## src/hdl/kpu_pkg.sv

```systemverilog
// Package for the permutation unranking block.
// Holds the shared item type, field widths and the factorial table.
// No dependencies.
`default_nettype none

package kpu_pkg;

    // Field widths fixed by the interface
    localparam int LEN_W   = 4;
    localparam int RANK_W  = 19;
    localparam int DIGIT_W = 4;

    // Largest length the factorial table covers
    localparam int LEN_LIMIT = 9;

    // Item carried down the division pipeline
    typedef struct packed {
        logic [LEN_W-1:0]  n;
        logic [RANK_W-1:0] r;
        logic              oor;
    } kpu_item_t;

    // Factorial of m for m in 0..9
    function automatic logic [RANK_W-1:0] fact_of(input logic [LEN_W-1:0] m);
        logic [RANK_W-1:0] f;
        begin
            case (m)
                4'd0:    f = 19'd1;
                4'd1:    f = 19'd1;
                4'd2:    f = 19'd2;
                4'd3:    f = 19'd6;
                4'd4:    f = 19'd24;
                4'd5:    f = 19'd120;
                4'd6:    f = 19'd720;
                4'd7:    f = 19'd5040;
                4'd8:    f = 19'd40320;
                default: f = 19'd362880;
            endcase
            return f;
        end
    endfunction

endpackage

`default_nettype wire

```

## src/hdl/kpu_front.sv

```systemverilog
// Input stage: clamps the length, checks the rank against n! and forms
// the zero-based rank. Depends on kpu_pkg.
`default_nettype none

module kpu_front
    import kpu_pkg::*;
#(
    parameter int MAX_DIGITS = 9
) (
    input  wire logic              clk,
    input  wire logic              rst_n,
    input  wire logic              req_valid,
    output logic                   req_ready,
    input  wire logic [LEN_W-1:0]  length,
    input  wire logic [RANK_W-1:0] rank,
    output logic                   out_valid,
    input  wire logic              out_ready,
    output kpu_item_t              out_item
);

    logic      valid_reg, valid_next;
    kpu_item_t item_reg, item_next;
    logic [LEN_W-1:0] n_clamp;
    logic             take;

    assign req_ready = !valid_reg || out_ready;
    assign take      = req_valid && req_ready;

    // Clamp length and check the rank range
    always_comb
    begin
        if (length > LEN_W'(MAX_DIGITS))
            n_clamp = LEN_W'(MAX_DIGITS);
        else if (length == '0)
            n_clamp = LEN_W'(1);
        else
            n_clamp = length;
        item_next.n   = n_clamp;
        item_next.oor = (rank == '0) || (rank > fact_of(n_clamp));
        item_next.r   = item_next.oor ? '0 : rank - RANK_W'(1);
    end

    // Advance the valid bit
    always_comb
    begin
        if (take)
            valid_next = 1'b1;
        else if (out_ready)
            valid_next = 1'b0;
        else
            valid_next = valid_reg;
    end

    always_ff @(posedge clk or negedge rst_n)
    begin
        if (!rst_n)
            valid_reg <= 1'b0;
        else
            valid_reg <= valid_next;
    end

    // Hold the payload until a new request is taken
    always_ff @(posedge clk)
    begin
        if (take)
            item_reg <= item_next;
    end

    assign out_valid = valid_reg;
    assign out_item  = item_reg;

endmodule

`default_nettype wire

```

## src/hdl/kpu_div_stage.sv

```systemverilog
// One factoradic step: divides the remaining rank by WEIGHT! and stores
// the quotient as the Lehmer code entry of that weight. Depends on kpu_pkg.
`default_nettype none

module kpu_div_stage
    import kpu_pkg::*;
#(
    parameter int MAX_DIGITS = 9,
    parameter int WEIGHT     = 0
) (
    input  wire logic                            clk,
    input  wire logic                            rst_n,
    input  wire logic                            in_valid,
    output logic                                 in_ready,
    input  wire kpu_item_t                       in_item,
    input  wire logic [MAX_DIGITS*DIGIT_W-1:0]   in_codes,
    output logic                                 out_valid,
    input  wire logic                            out_ready,
    output kpu_item_t                            out_item,
    output logic [MAX_DIGITS*DIGIT_W-1:0]        out_codes
);

    localparam logic [RANK_W:0] STEP = {1'b0, fact_of(LEN_W'(WEIGHT))};

    logic                              valid_reg, valid_next;
    kpu_item_t                         item_reg, item_next;
    logic [MAX_DIGITS*DIGIT_W-1:0]     codes_reg, codes_next;
    logic [DIGIT_W-1:0]                quot;
    logic [RANK_W:0]                   rem;
    logic                              take;

    assign in_ready = !valid_reg || out_ready;
    assign take     = in_valid && in_ready;

    // Divide by the constant weight: compare against each multiple
    always_comb
    begin
        quot = '0;
        rem  = {1'b0, in_item.r};
        for (int q = 1; q <= WEIGHT; q++)
        begin
            if ({1'b0, in_item.r} >= (RANK_W+1)'(q) * STEP)
            begin
                quot = DIGIT_W'(q);
                rem  = {1'b0, in_item.r} - (RANK_W+1)'(q) * STEP;
            end
        end
        item_next     = in_item;
        item_next.r   = rem[RANK_W-1:0];
        codes_next    = in_codes;
        codes_next[WEIGHT*DIGIT_W +: DIGIT_W] = quot;
    end

    // Advance the valid bit
    always_comb
    begin
        if (take)
            valid_next = 1'b1;
        else if (out_ready)
            valid_next = 1'b0;
        else
            valid_next = valid_reg;
    end

    always_ff @(posedge clk or negedge rst_n)
    begin
        if (!rst_n)
            valid_reg <= 1'b0;
        else
            valid_reg <= valid_next;
    end

    always_ff @(posedge clk)
    begin
        if (take)
        begin
            item_reg  <= item_next;
            codes_reg <= codes_next;
        end
    end

    assign out_valid = valid_reg;
    assign out_item  = item_reg;
    assign out_codes = codes_reg;

endmodule

`default_nettype wire

```

## src/hdl/kpu_serializer.sv

```systemverilog
// Turns a Lehmer code into digits, one per cycle unless results stall, picking
// from the pool of unused digits and closing the gap. Depends on kpu_pkg.
`default_nettype none

module kpu_serializer
    import kpu_pkg::*;
#(
    parameter int MAX_DIGITS = 9
) (
    input  wire logic                            clk,
    input  wire logic                            rst_n,
    input  wire logic                            in_valid,
    output logic                                 in_ready,
    input  wire kpu_item_t                       in_item,
    input  wire logic [MAX_DIGITS*DIGIT_W-1:0]   in_codes,
    output logic                                 res_valid,
    input  wire logic                            res_ready,
    output logic [DIGIT_W-1:0]                   digit,
    output logic                                 last,
    output logic                                 out_of_range
);

    localparam int JW = (MAX_DIGITS > 1) ? $clog2(MAX_DIGITS) : 1;

    logic                          busy_reg, busy_next;
    logic                          oor_reg, oor_next;
    logic [JW-1:0]                 j_reg, j_next;
    logic [MAX_DIGITS*DIGIT_W-1:0] codes_reg, codes_next;
    logic [DIGIT_W-1:0]            pool_reg [MAX_DIGITS];
    logic [DIGIT_W-1:0]            pool_next [MAX_DIGITS];
    logic                          res_valid_reg, res_valid_next;
    logic [DIGIT_W-1:0]            digit_reg, digit_next;
    logic                          last_reg, last_next;
    logic                          oor_out_reg, oor_out_next;
    logic                          emit, last_now, take;
    logic [DIGIT_W-1:0]            idx, pick;

    assign emit     = busy_reg && (!res_valid_reg || res_ready);
    assign last_now = oor_reg || (j_reg == '0);
    assign in_ready = !busy_reg || (emit && last_now);
    assign take     = in_valid && in_ready;

    // Select the code entry at the current weight and the pool digit
    always_comb
    begin
        idx  = '0;
        pick = '0;
        for (int i = 0; i < MAX_DIGITS; i++)
        begin
            if (j_reg == JW'(i))
                idx = codes_reg[i*DIGIT_W +: DIGIT_W];
        end
        for (int i = 0; i < MAX_DIGITS; i++)
        begin
            if (idx == DIGIT_W'(i))
                pick = pool_reg[i];
        end
    end

    // Sequence the digits and load the next request
    always_comb
    begin
        busy_next      = busy_reg;
        oor_next       = oor_reg;
        j_next         = j_reg;
        codes_next     = codes_reg;
        pool_next      = pool_reg;
        res_valid_next = res_valid_reg;
        digit_next     = digit_reg;
        last_next      = last_reg;
        oor_out_next   = oor_out_reg;

        // Drop a taken result
        if (res_valid_reg && res_ready)
            res_valid_next = 1'b0;

        // Emit one digit and close the gap in the pool
        if (emit)
        begin
            res_valid_next = 1'b1;
            digit_next     = oor_reg ? '0 : pick;
            last_next      = last_now;
            oor_out_next   = oor_reg;
            j_next         = j_reg - JW'(1);
            for (int i = 0; i < MAX_DIGITS; i++)
            begin
                if (DIGIT_W'(i) >= idx)
                    pool_next[i] = (i + 1 < MAX_DIGITS) ? pool_reg[(i + 1) % MAX_DIGITS]
                                                        : '0;
            end
            if (last_now)
                busy_next = 1'b0;
        end

        // Load a new request with a fresh pool
        if (take)
        begin
            busy_next  = 1'b1;
            oor_next   = in_item.oor;
            j_next     = JW'(in_item.n - LEN_W'(1));
            codes_next = in_codes;
            for (int i = 0; i < MAX_DIGITS; i++)
                pool_next[i] = DIGIT_W'(i + 1);
        end
    end

    always_ff @(posedge clk or negedge rst_n)
    begin
        if (!rst_n)
        begin
            busy_reg      <= 1'b0;
            res_valid_reg <= 1'b0;
        end
        else
        begin
            busy_reg      <= busy_next;
            res_valid_reg <= res_valid_next;
        end
    end

    always_ff @(posedge clk)
    begin
        oor_reg     <= oor_next;
        j_reg       <= j_next;
        codes_reg   <= codes_next;
        pool_reg    <= pool_next;
        digit_reg   <= digit_next;
        last_reg    <= last_next;
        oor_out_reg <= oor_out_next;
    end

    assign res_valid    = res_valid_reg;
    assign digit        = digit_reg;
    assign last         = last_reg;
    assign out_of_range = oor_out_reg;

    // A Lehmer entry never exceeds its weight
    a_code_bound: assert property (@(posedge clk) disable iff (!rst_n)
        busy_reg && !oor_reg |-> idx <= DIGIT_W'(j_reg))
        else $error("Lehmer code entry exceeds its weight");

    // Out-of-range results are a single zero digit
    a_oor_single: assert property (@(posedge clk) disable iff (!rst_n)
        res_valid_reg && oor_out_reg |-> last_reg && digit_reg == '0)
        else $error("out-of-range result is not a lone zero digit");

    // Normal digits lie in 1..MAX_DIGITS
    a_digit_range: assert property (@(posedge clk) disable iff (!rst_n)
        res_valid_reg && !oor_out_reg |->
            digit_reg != '0 && digit_reg <= DIGIT_W'(MAX_DIGITS))
        else $error("digit outside 1..MAX_DIGITS");

endmodule

`default_nettype wire

```

## src/hdl/kth_permutation_unrank.sv

```systemverilog
// Top level of the lexicographic permutation unranking block.
// Depends on kpu_pkg, kpu_front, kpu_div_stage and kpu_serializer.
//
//   channel  | direction | signals                          | payload
//   request  | in        | req_valid / req_ready            | length, rank
//   result   | out       | res_valid / res_ready            | digit, last, out_of_range
//
// A request passes the input stage and MAX_DIGITS division stages, and a
// new request may enter every cycle while the chain is not stalled. The
// serializer then emits n results, one per cycle while results are taken
// (one result when out of range), so it bounds the sustained request rate.
// Reset clears all valid bits. Back-pressure on results stalls the chain
// stage by stage; nothing is dropped or repeated.
`default_nettype none

module kth_permutation_unrank
    import kpu_pkg::*;
#(
    parameter int MAX_DIGITS = 9
) (
    input  wire logic              clk,
    input  wire logic              rst_n,
    input  wire logic              req_valid,
    output logic                   req_ready,
    input  wire logic [LEN_W-1:0]  length,
    input  wire logic [RANK_W-1:0] rank,
    output logic                   res_valid,
    input  wire logic              res_ready,
    output logic [DIGIT_W-1:0]     digit,
    output logic                   last,
    output logic                   out_of_range
);

    localparam int CODES_W = MAX_DIGITS * DIGIT_W;

    logic [MAX_DIGITS:0] stg_valid;
    logic [MAX_DIGITS:0] stg_ready;
    kpu_item_t           stg_item  [MAX_DIGITS+1];
    logic [CODES_W-1:0]  stg_codes [MAX_DIGITS+1];

    // Clamp and range-check the request
    kpu_front #(
        .MAX_DIGITS (MAX_DIGITS)
    ) u_front (
        .clk       (clk),
        .rst_n     (rst_n),
        .req_valid (req_valid),
        .req_ready (req_ready),
        .length    (length),
        .rank      (rank),
        .out_valid (stg_valid[0]),
        .out_ready (stg_ready[0]),
        .out_item  (stg_item[0])
    );

    assign stg_codes[0] = '0;

    // Division stages, highest weight first
    for (genvar g = 0; g < MAX_DIGITS; g++)
    begin : g_div
        kpu_div_stage #(
            .MAX_DIGITS (MAX_DIGITS),
            .WEIGHT     (MAX_DIGITS - 1 - g)
        ) u_div (
            .clk       (clk),
            .rst_n     (rst_n),
            .in_valid  (stg_valid[g]),
            .in_ready  (stg_ready[g]),
            .in_item   (stg_item[g]),
            .in_codes  (stg_codes[g]),
            .out_valid (stg_valid[g+1]),
            .out_ready (stg_ready[g+1]),
            .out_item  (stg_item[g+1]),
            .out_codes (stg_codes[g+1])
        );
    end

    // Emit the digits
    kpu_serializer #(
        .MAX_DIGITS (MAX_DIGITS)
    ) u_ser (
        .clk          (clk),
        .rst_n        (rst_n),
        .in_valid     (stg_valid[MAX_DIGITS]),
        .in_ready     (stg_ready[MAX_DIGITS]),
        .in_item      (stg_item[MAX_DIGITS]),
        .in_codes     (stg_codes[MAX_DIGITS]),
        .res_valid    (res_valid),
        .res_ready    (res_ready),
        .digit        (digit),
        .last         (last),
        .out_of_range (out_of_range)
    );

endmodule

`default_nettype wire

```

## config.mk

```make
export PLATFORM = sky130hd
export DESIGN_NAME = kth_permutation_unrank
export DESIGN_NICKNAME = d
export VERILOG_FILES = /design/src/hdl/kpu_pkg.sv /design/src/hdl/kpu_front.sv /design/src/hdl/kpu_div_stage.sv /design/src/hdl/kpu_serializer.sv /design/src/hdl/kth_permutation_unrank.sv
export SDC_FILE = /design/constraint.sdc
export NUM_CORES = 1
export LEC_CHECK = 0
export CORE_AREA = 3 3 205 207
export DETAILED_ROUTE_END_ITERATION = 8
export DIE_AREA = 0 0 208 210
export DONT_BUFFER_PORTS = 1
export PLACE_DENSITY = 0.68
export SLEW_MARGIN = 20
export SYNTH_ARGS = -nofsm -noshare
export SYNTH_HDL_FRONTEND = slang
export SYNTH_SLANG_ARGS = --single-unit
```

## constraint.sdc

```tcl
create_clock -name clk -period 11.6 [get_ports clk]
set_clock_uncertainty 0.2 [all_clocks]
set_input_delay 1.16 -clock clk [delete_from_list [all_inputs] [get_ports clk]]
set_output_delay 1.16 -clock clk [all_outputs]
set_load 0.02 [all_outputs]
```

* Word level (Yosys, flattened, before mapping)
Memory sizes are Yosys's and may differ from the RTL's. Index checks and enable logic that the tools add are counted. Widths: inputs -> output; s select.
Operators by class: $add $sub $neg 38, multipliers 0, div/mod/pow operators 0, order comparisons 47, equality and inequality tests 16, shift-type cells 0, mux-type cells 110, bitwise logic cells 0, reduce and logical (&&, ||, !) cells 77
Operator list (count):
- $mux 19 | 35
- $mux 4 | 27
- $ge 19x12->1 const B | 3
- $ge 19x15->1 const B | 3
- $ge 19x18->1 const B | 3
- $ge 19x7->1 const B | 3
- $sub 19x12->19 const B | 3
- $sub 19x15->19 const B | 3
- $sub 19x18->19 const B | 3
- $sub 19x7->19 const B | 3
- $ge 19x10->1 const B | 2
- $ge 19x13->1 const B | 2
- $ge 19x14->1 const B | 2
- $ge 19x16->1 const B | 2
- $ge 19x17->1 const B | 2
- $ge 19x19->1 const B | 2
- $ge 19x3->1 const B | 2
- $ge 19x5->1 const B | 2
- $ge 19x9->1 const B | 2
- $sub 19x10->19 const B | 2
- $sub 19x13->19 const B | 2
- $sub 19x14->19 const B | 2
- $sub 19x16->19 const B | 2
- $sub 19x17->19 const B | 2
- other kinds (42) | 174
Storage, ports and cells: bits in registers 465, bits in latches 0, RAM bits 0, ROM bits 256, bits of input ports 27, output and inout port bits 8, word-level logic and storage cells 369, memories 1
Memory list:
- (no name shown) | words 16, bits a word 16, rd ports 1, clocked after Yosys merged registers in 0, write ports 0, line kpu_pkg.sv:27 | case (m)

* Depth between registers and ports, before layout
Gate-level depths: netlist (run 1).
word-level depth 19, mapped depth 16, depth with buffers taken out 14

* Hierarchy
A second synthesis (run 1) with hierarchy kept.
Second synthesis, totals: cell total of the unflattened synthesis 2500, area total of the unflattened synthesis 31505.2 um^2
Modules (own cells, without submodules):
- kpu_div_stage at g_div[1].u_div | times used 1, cells an instance 393, area each 3993.8 um^2, seq. area each 1796.7 um^2
- kpu_div_stage at g_div[0].u_div | times used 1, cells an instance 375, area each 3917.5 um^2, seq. area each 1826.8 um^2
- kpu_serializer | times used 1, cells an instance 323, area each 3651.0 um^2, seq. area each 2042.0 um^2
- kpu_div_stage at g_div[2].u_div | times used 1, cells an instance 286, area each 3375.7 um^2, seq. area each 1796.7 um^2
- kpu_div_stage at g_div[3].u_div | times used 1, cells an instance 240, area each 3000.4 um^2, seq. area each 1796.7 um^2
- kpu_div_stage at g_div[4].u_div | times used 1, cells an instance 190, area each 2742.6 um^2, seq. area each 1796.7 um^2
- kpu_div_stage at g_div[5].u_div | times used 1, cells an instance 184, area each 2608.8 um^2, seq. area each 1766.7 um^2
- kpu_div_stage at g_div[6].u_div | times used 1, cells an instance 146, area each 2423.6 um^2, seq. area each 1766.7 um^2
- kpu_div_stage at g_div[7].u_div | times used 1, cells an instance 138, area each 2321.0 um^2, seq. area each 1736.7 um^2
- kpu_div_stage at g_div[8].u_div | times used 1, cells an instance 65, area each 1769.2 um^2, seq. area each 1706.6 um^2
- kpu_front | times used 1, cells an instance 159, area each 1697.9 um^2, seq. area each 745.7 um^2
- kth_permutation_unrank | times used 1, cells an instance 1, area each 3.8 um^2, seq. area each 0.0 um^2

* Least setup slack after synthesis (run 1)
Ideal clock, no wire load.
kind input port to flip-flop, from input port res_ready, to register g_div[4].u_div.codes_reg[16], enable pin, library setup time 0.499 ns, arrival 4.510 ns, required time 10.901 ns, setup slack 6.391 ns, stages on the path 5, buffers on the path 0, cell sequence nand2b_1 -> o21ai_0 -> nand2_1 -> nor3_1 -> a21boi_0
On the way: longest elaborated chain between the ends 10
RTL lines:
- from (decl) | line kth_permutation_unrank.sv:28 | input wire logic res_ready,
- $logic_or 1x1->1 | line kpu_serializer.sv:38 | assign emit = busy_reg && (!res_valid_reg || res_ready);
- $logic_and 1x1->1 | line kpu_serializer.sv:38
- $logic_and 1x1->1 | line kpu_serializer.sv:40 | assign in_ready = !busy_reg || (emit && last_now);
- $logic_or 1x1->1 | line kpu_serializer.sv:40
- $logic_or 1x1->1 (5 in series) | line kpu_div_stage.sv:32 | assign in_ready = !valid_reg || out_ready;
- $logic_and 1x1->1 | line kpu_div_stage.sv:33 | assign take = in_valid && in_ready;
- via g_div[4].u_div.take | line kpu_div_stage.sv:30 | logic take;
- to (signal assigned) | line kpu_div_stage.sv:78 | codes_reg <= codes_next;
- to (decl) | line kpu_div_stage.sv:27 | logic [MAX_DIGITS*DIGIT_W-1:0] codes_reg, codes_next;
The timed path passes the listed nets, and every way through them passes these cells. A chain may end at the register's enable or synchronous reset.

* Worst setup path after layout (run 1)
from register u_ser.j_reg[0], to output port req_ready
On the way: longest elaborated chain between the ends 14
RTL lines:
- from (decl) | line kpu_serializer.sv:27 | logic [JW-1:0] j_reg, j_next;
- from (signal assigned) | line kpu_serializer.sv:124 | j_reg <= j_next;
- $logic_not 4->1 | line kpu_serializer.sv:39 | assign last_now = oor_reg || (j_reg == '0);
- $logic_or 1x1->1 | line kpu_serializer.sv:39
- $logic_and 1x1->1 | line kpu_serializer.sv:40
- $logic_or 1x1->1 | line kpu_serializer.sv:40
- $logic_or 1x1->1 (9 in series) | line kpu_div_stage.sv:32
- $logic_or 1x1->1 | line kpu_front.sv:26 | assign req_ready = !valid_reg || out_ready;
- to (decl) | line kth_permutation_unrank.sv:24 | output logic req_ready,
Every way passes these cells.

==> results of run 1 <==
==> per-stage QoR <==
stage / hold slack (ps) / utilization (%) / cell area (um2)
finish: 91.8 / 59.3 / 24100
global route: 59.3 / 59.3 / 24100
CTS: 54.1 / 59.3 / 24000
detailed placement: 205 / 55.9 / 22700
global placement: 200 / 55.9 / 22700
floorplan: 200 / - / 22200
==> worst max-delay path, cell delays in order, from the launching register on <==
cell and delay [ps]:
edfxtp_1 410, inv_1 110, ha_1 290, nor3b_1 220, o21ai_0 220, nand2_1 140
nor2_1 510, nand4_1 220, nor2_1 220, nand2_1 220
==> cell families (layout without fill, tap and decap cells) <==
logic type / after synthesis / in the layout
buffers and inverters: 159 / 163
DFF: 405 / 405
xor gates and xnor gates: 99 / 99
muxes: 26 / 26
AOI/OAI and AO/OA: 536 / 536
adders and majority gates: 100 / 100
and+or+nand+nor: 731 / 731
==> cell usage in the layout (no fill, tap or decap), drive strengths merged, types with 16 or more instances in the layout <==
cell    Yosys  layout
a221oi     16      16
a21o       26      26
inv        71      74
buf        22      17
dfxtp      29      29
nor2      166     166
ha        100     100
nand3      72      72
or3        20      20
o31ai      18      18
o211ai     20      20
clkbuf     64      46
xor2       32      32
or4        19      19
nor2b      21      21
and2       20      20
xnor2      67      67
a211oi     16      16
a21oi     138     138
o21ai     118     118
and3       16      16
nor4       36      36
nand2b     25      25
nor3       59      59
edfxtp    364     364
nand2     194     194
clkinv      2      18
a31oi      29      29
mux2i      24      24
==> worst max-delay path by stage <==
stage | startpoint | endpoint | slack [ps] | depth (start not counted)
6_report | u_ser.j_reg[0] | req_ready | 7120 | 9
5_1_grt | u_ser.j_reg[0] | req_ready | 6820 | 9
4_1_cts | u_ser.j_reg[0] | req_ready | 7080 | 9
3_5_place_dp | length[2] | u_front.out_item[9] | 7410 | 13
3_3_place_gp | length[2] | u_front.out_item[0] | 7410 | 12
2_1_floorplan | res_ready | g_div[4].u_div.out_codes[16] | 6390 | 5
==> power breakdown <==
part	internal (W)	switching [W]	leakage (nW)
clock	0.000782	0.000550	0.666
combinational	0.000321	0.000519	4.02
sequential	0.00181	0.000204	3.66
==> per-layer routing <==
metal	track usage, %	wire length, um	up-vias
met3	3.30	3280	132
met4	9.53	1700	0
met2	39.0	24900	671
met5	0	0	-
met1	29.6	21400	7830
li1	-	-	7727
==> layout make-up <==
class                           count  share of cell area (%)
Sequential cell                   405                    49.1
Multi-Input combinational cell   1492                    40.7
Clock buffer                       46                    4.43
Tap cell                          532                    2.77
Clock inverter                     27                    1.29
Inverter                           73                    1.14
Timing Repair Buffer               17                   0.583
==> out/results.txt, run 1 <==
The flow ran to the end, and the final reports show no timing, DRC or antenna violations. The count of different cell masters after synthesis is 100, and the cell depth of the worst flop-to-flop path is 9. The final critical-path share of the clock period is 38.6%, and the setup slack after layout is 7120 ps. In this run the remaining antenna-violating nets after routing total 0. The register bit count reported by yosys is 405, and the detail-routed via count per cell is 6.31. The logs give 0 for the number of buffers inserted by hold repair at cts and 0 for the setup fix buffers added after clock tree synthesis.

The setup slack after placement was 7410 ps; the number of rows created at floorplan was 74. The most used flip-flop cell after synthesis is edfxtp_1. Count of final hold-check violations: 0. Pin slew with the least headroom to its limit: 1120 ps.

For this block, the routed nets add up to 51200 um of wire. The path class of the tightest hold or removal check is in -> async. Total congestion overflow after global routing: 0. The critical path is of the reg -> out type.

At the end of routability-driven placement, the weighted congestion stood at 0.978. The number of nets at the end of the flow was 2158. The synthesized-area fraction occupied by adder cells was 5.64%. The synthesized netlist occupies a cell area of 0.0222 mm2. Once detailed placement completed, the half-perimeter wirelength came to 36000 um.

Mean post-synth cell area: 10.8 um2. The complex-gate fraction of the synthesized area works out to 16.2%. Overall power consumption after layout is estimated at 0.00419 W. Static timing analysis puts the maximum clock frequency at 0.223 GHz.

The die is 210 um tall. Number of top-level pins: 35. Post-synthesis instance total: 2056.

The tools report the type of destination of the critical path as a primary output. The initial standard-cell utilization of the core came out at 54.7%. Setup repair after global routing left no endpoint under its margin. The number of global-route vias before repair was 15959; the number of nets produced by synthesis was 2183.

The core region is 0.0406 mm2. Combined area of the multi-input logic cells: 0.00979 mm2. The worst register-to-register path begins at u_front.out_item[11]. The first global-routing pass estimated 82500 um of wire.

VDD sags by at most 0.107 mV. In the final layout, the share of cells above drive strength 1 is 6.84%. The largest net degree at the start of global routing was 45.

The number of violations of the max-capacitance limit came out at 0. The register-to-register path setup slack came out at 7610 ps. The clock passes through at most 3 buffers. The parity-gate share of the synthesized area counting xor and xnor cells is 3.91%. The tools report the number of antenna diodes as 0.

The dominant cell by count in the synthesized netlist is edfxtp_1. For the leakage power figure, the log shows 8.34 nW. The commonest cells after synthesis are edfxtp_1 (364), nand2_1 (193), nor2_1 (163). Adding up every negative setup slack in the final design gives 0 ps. The width of the chip works out to 208 um. The total of endpoints with negative setup slack in the final report is 0. The fraction of post-synthesis cell area in the top cell type by area was 49.3%. Gates resized during post-CTS repair numbered 0.

The number of pins exceeding their max-slew limit in the final report is 0, and the number of warnings printed during yosys synthesis is 0. For this design, the sink count on the clock tree is 405. The run gives 2518 as the cell total after placement. In the synthesized netlist, mux cells make up 1.18% of the area.

The register with the most flip-flops in the layout has 178 of them. Along the worst path, the maximum fanout reaches 8. By area, the combinational part of the netlist is dominated by simple AND/OR/NAND/NOR gates. The run gives 1717 as the count of routing violations after the opening detailed-route iteration. In this run, CTS created clock tree buffers numbering 42. The logs give 560 ps for the source-to-sink clock delay at the later pin of the worst-skew pair and 3332 for the layout filler cell count.

Summed over all instances, the cell type with the most area after synthesis is edfxtp_1. The initial antenna violation count is 0, and the area enclosed by the die boundary is 0.0437 mm2. For this run, design rule violations remaining after detail routing come to 0. The worst endpoint required time came out at 10240 ps. The number of enable flip-flop cells after synthesis is 364, and the share of synthesized registers carrying an async set or reset is 2.96%. Dividing total power by cell area gives a power density of 174 mW/mm2.

The logs give 53.3% for the sequential cell area fraction in the yosys report and 6 for the first-pass detailed-route iteration total. The run gives 16360 as the count of vias placed by the detailed router. The worst setup path is launched from a flop. TritonCTS built the clock tree.

The critical register-to-register path endpoint was g_div[0].u_div.out_item[15]. The layout overhead on the synthesized area works out to 8.46%. The routed design could run at a clock period as short as 4480 ps. Dividing the detail-routed wire length by the instance count gives 19.8 um. Summing the areas of all and, or, nand and nor instances in the mapped netlist gives 17.0% of the synthesized area. STA puts the critical path data arrival time at 3120 ps.

After synthesis, the cell types taking the most area are edfxtp_1 (49%), ha_1 (5.6%), nand2_1 (3.3%). The tools report the final cell count without fillers as 2592. The count of buffers added on input and output ports is 0.

The tools report the total routing usage reported by global routing as 22.9%. For the total area of sequential cells, the log shows 0.0118 mm2. The number of levels in the clock H-tree was 2. For the headroom to the max-slew limit, the log shows 24.8%.

The buffer cell driving the clock tree root was clkbuf_16. Post-CTS clock slew at the launch and capture registers of the worst setup and hold paths: 60 ps.
(Power assumes the default switching activity.)
==> run 2, diff against run 1 <==
PLACE_DENSITY = 0.71   (was 0.68)
clock period = 4.1 ns   (was 11.6 ns; I/O delays follow)
==> out/results.txt, run 2 (same netlist as run 1, synthesis figures left out) <==
From left edge to right edge, the die measures 208 um. Timing would allow up to 0.250 GHz. VDD sags by at most 0.326 mV. The area enclosed by the die boundary is 0.0437 mm2, and the number of global-route vias before repair is 16540.

The critical path crosses 15 cells after its start point. The layout overhead on the synthesized area came out at 11.8%. The cell sitting at the root of the clock tree is a clkbuf_16. At the pin with the least slew margin, the transition time is 822 ps. The logs give 0.0248 mm2 for the area of all placed cells without fillers and 3220 for the layout filler cell count.

The number of rows created at floorplan was 74. In the routed layout, each cell is associated on average with a via count of 6.25. In this design, the critical path's most frequently occurring cell is a21oi_1. After detailed routing, the average wire length per cell comes to 19.9 um. Once detail routing completed, the nets flagged for antenna violations numbered 0.

The power per cell area came out at 486 mW/mm2. The class of the tightest hold or removal check was in -> reg. Number of pins exceeding their max-slew limit in the final report: 0. The count of final hold-check violations is 0. The worst register-to-register path ends at g_div[0].u_div.out_item[14]. In this run the cell area measured after placement is 0.0230 mm2. Measured against its own limit, the worst slew margin works out to 44.7%. The library cells used most frequently in the layout, excluding fill and tap cells, are edfxtp_1 (364), nand2_1 (193), nor2_1 (163). The H-tree generated during clock tree synthesis spans 2 levels. The worst setup path startpoint was length[3].

The kind of cell with the highest combined delay on the critical path was compound AO/OA/AOI/OAI gates. In the routed design, unresolved DRC markers number 0. In this run the vertical extent of the chip is 210 um. For the worst flop-to-flop path, the logic depth is 9. TritonCTS built the clock tree. Once the floorplan was initialized, standard cells occupied 54.7% of the core.

The initial antenna violation count was 0. After floorplanning, the core was sized to cover 0.0406 mm2. By startpoint and endpoint, the worst setup path is classified as in -> reg. STA puts the critical path data arrival time at 4240 ps. The longest individual stage delay on the worst path came out at 600 ps. The startpoint identified for the worst register-to-register timing path is u_front.out_item[11]. The tools report the type of element launching the critical path as an input pin. Destination of the critical timing path: u_front.out_item[4].

Worst endpoint required time: 4330 ps. The worst path uses 97.6% of the clock period. Setup repair after global routing left no endpoint under its margin.

For this block, the initial DRC count from the detailed router was 1471. The logs give 0.0120 W for the post-layout total power and 0 for the total of endpoints with negative setup slack in the final report. For the weighted congestion at the end of routability-driven global placement, the log shows 0.945. Clock latency on the worst-skew pair, taken at its later pin, is 580 ps.

The final critical path time including I/O delays and setup was 4000 ps. The final layout contains 2243 nets. The run gives 16767 as the count of vias placed by the detailed router. The run finished with clean final reports. For this design the top-level I/O count stands at 35. Port buffering added 0 buffers.

The post-CTS clock slew at the launch and capture registers of the worst setup and hold paths is 60 ps, and the total routing usage reported by global routing is 24.0%. For flop-to-flop paths, the worst setup slack is 350 ps. Leaving out fill and tap cells, the most frequent cell in the layout is edfxtp_1.

On the critical path, the stage with the largest delay is an instance of dlygate4sd3_1. The routed design has 53400 um of wire. 0 antenna diodes ended up in the layout. In this run the static leakage power is 8.76 nW. For this design, the sink count on the clock tree is 405. The first-pass detailed-route iteration total came out at 6. Traced cell by cell, the critical path runs through dlygate4sd3_1, o21ai_0, or3b_2, ha_1, a21oi_1, o21bai_1, ha_1, a21oi_1, a21oi_1, a211oi_1, mux2_2, a31o_2, o41ai_4, a21oi_1, dlygate4sd3_1. For the final routed database, the setup TNS stands at 0 ps. After global routing the overflow that remains totals 0.

Of all nets on the critical path, the largest fanout is 11. Counting both buffers and inverters, the worst setup path holds a total of 2. Counting instances, the worst hold path has a depth of 2.

The CTS buffer count was 42; the ratio of cells with drive above 1 in the final layout was 9.26%. The run gives 0 as the number of violations of the max-capacitance limit. For the largest net degree at the start of global routing, the log shows 47. The number of flip-flops under the largest register name works out to 178. The maximum buffer depth of the clock tree was 3; the HPWL after detailed placement was 37900 um. The first global-routing pass estimated 86400 um of wire. The type of destination of the critical path was a flop.
run 2: cell types whose count changed in the layout (fill, tap and decap cells not counted), moves of 2 or more:
cell           previous run  this run
clkinvlp_4                3         1
buf_4                    16        71
clkinv_2                  7        13
clkinv_1                  9         7
clkbuf_1                  4         6
dlygate4sd3_1             0        31
run 2: layer usage:
metal | part of all wire [%] | vias to the layer above | GRT usage (%)
met5 | 0 | - | 0
met4 | 3.4 | 0 | 8.88
met3 | 6.3 | 142 | 3.27
met2 | 50 | 728 | 42.2
met1 | 40 | 7987 | 30.7
li1 | - | 7910 | -
run 2: final cells by class:
| cell class | instances | area, um2 | area share (%) |
|---|---|---|---|
| clock buffer | 49 | 1090 | 4.38 |
| clock inverter | 29 | 318 | 1.28 |
| inverter | 73 | 274 | 1.11 |
| multi-input combinational | 1492 | 9800 | 39.5 |
| sequential | 405 | 11800 | 47.6 |
| tap | 532 | 666 | 2.68 |
| timing repair buffer | 102 | 843 | 3.40 |
run 2: timing repair:
| action | in CTS | in global routing |
|---|---|---|
| resized for setup | 0 | 1 |
| buffers inserted | 0 | 5 |
| endpoints found under the setup margin | 0 | 2 |
| hold buffers | 31 | 0 |
| endpoints found under the hold margin | 37 | 0 |
run 2: per-stage QoR:
stage / hold WS, ps / instances / utilization (%) / setup slack, ps
final: 15.2 / 2682 / 61.1 / 97.9
after global routing: 29.5 / 2682 / 61.1 / 0.151
after CTS: 8.57 / 2677 / 61.0 / 65.9
after detailed placement: -85.2 / 2568 / 56.8 / 193
after global placement: -85.2 / 2568 / 56.8 / 195
after floorplan: -85.6 / 2056 / - / 256
run 2: worst min path at each step:
stage          slack, ps    start                       end
3_3_place_gp         -90    rst_n         u_front.out_valid
2_1_floorplan        -90    rst_n  g_div[0].u_div.out_valid
5_1_grt               30  rank[7]       u_front.out_item[9]
4_1_cts                9  rank[4]       u_front.out_item[6]
6_report              20  rank[4]       u_front.out_item[6]
3_5_place_dp         -90    rst_n  g_div[0].u_div.out_valid
run 2: worst register-to-register path, stage by stage (launching register included):
cell       delay [ps]
edfxtp_1          610
ha_1              370
a21oi_1           280
o21ai_0           280
a2111oi_4         760
nor2_1            260
o21ai_0           130
o311ai_0          160
a311oi_1          350
xnor2_1           110
run 2: power by group:
part / total [W] / internal, W / switching [W]
Clock: 0.00380 / 0.00219 / 0.00161
Combinational: 0.00262 / 0.00102 / 0.00160
Sequential: 0.00562 / 0.00512 / 0.000498
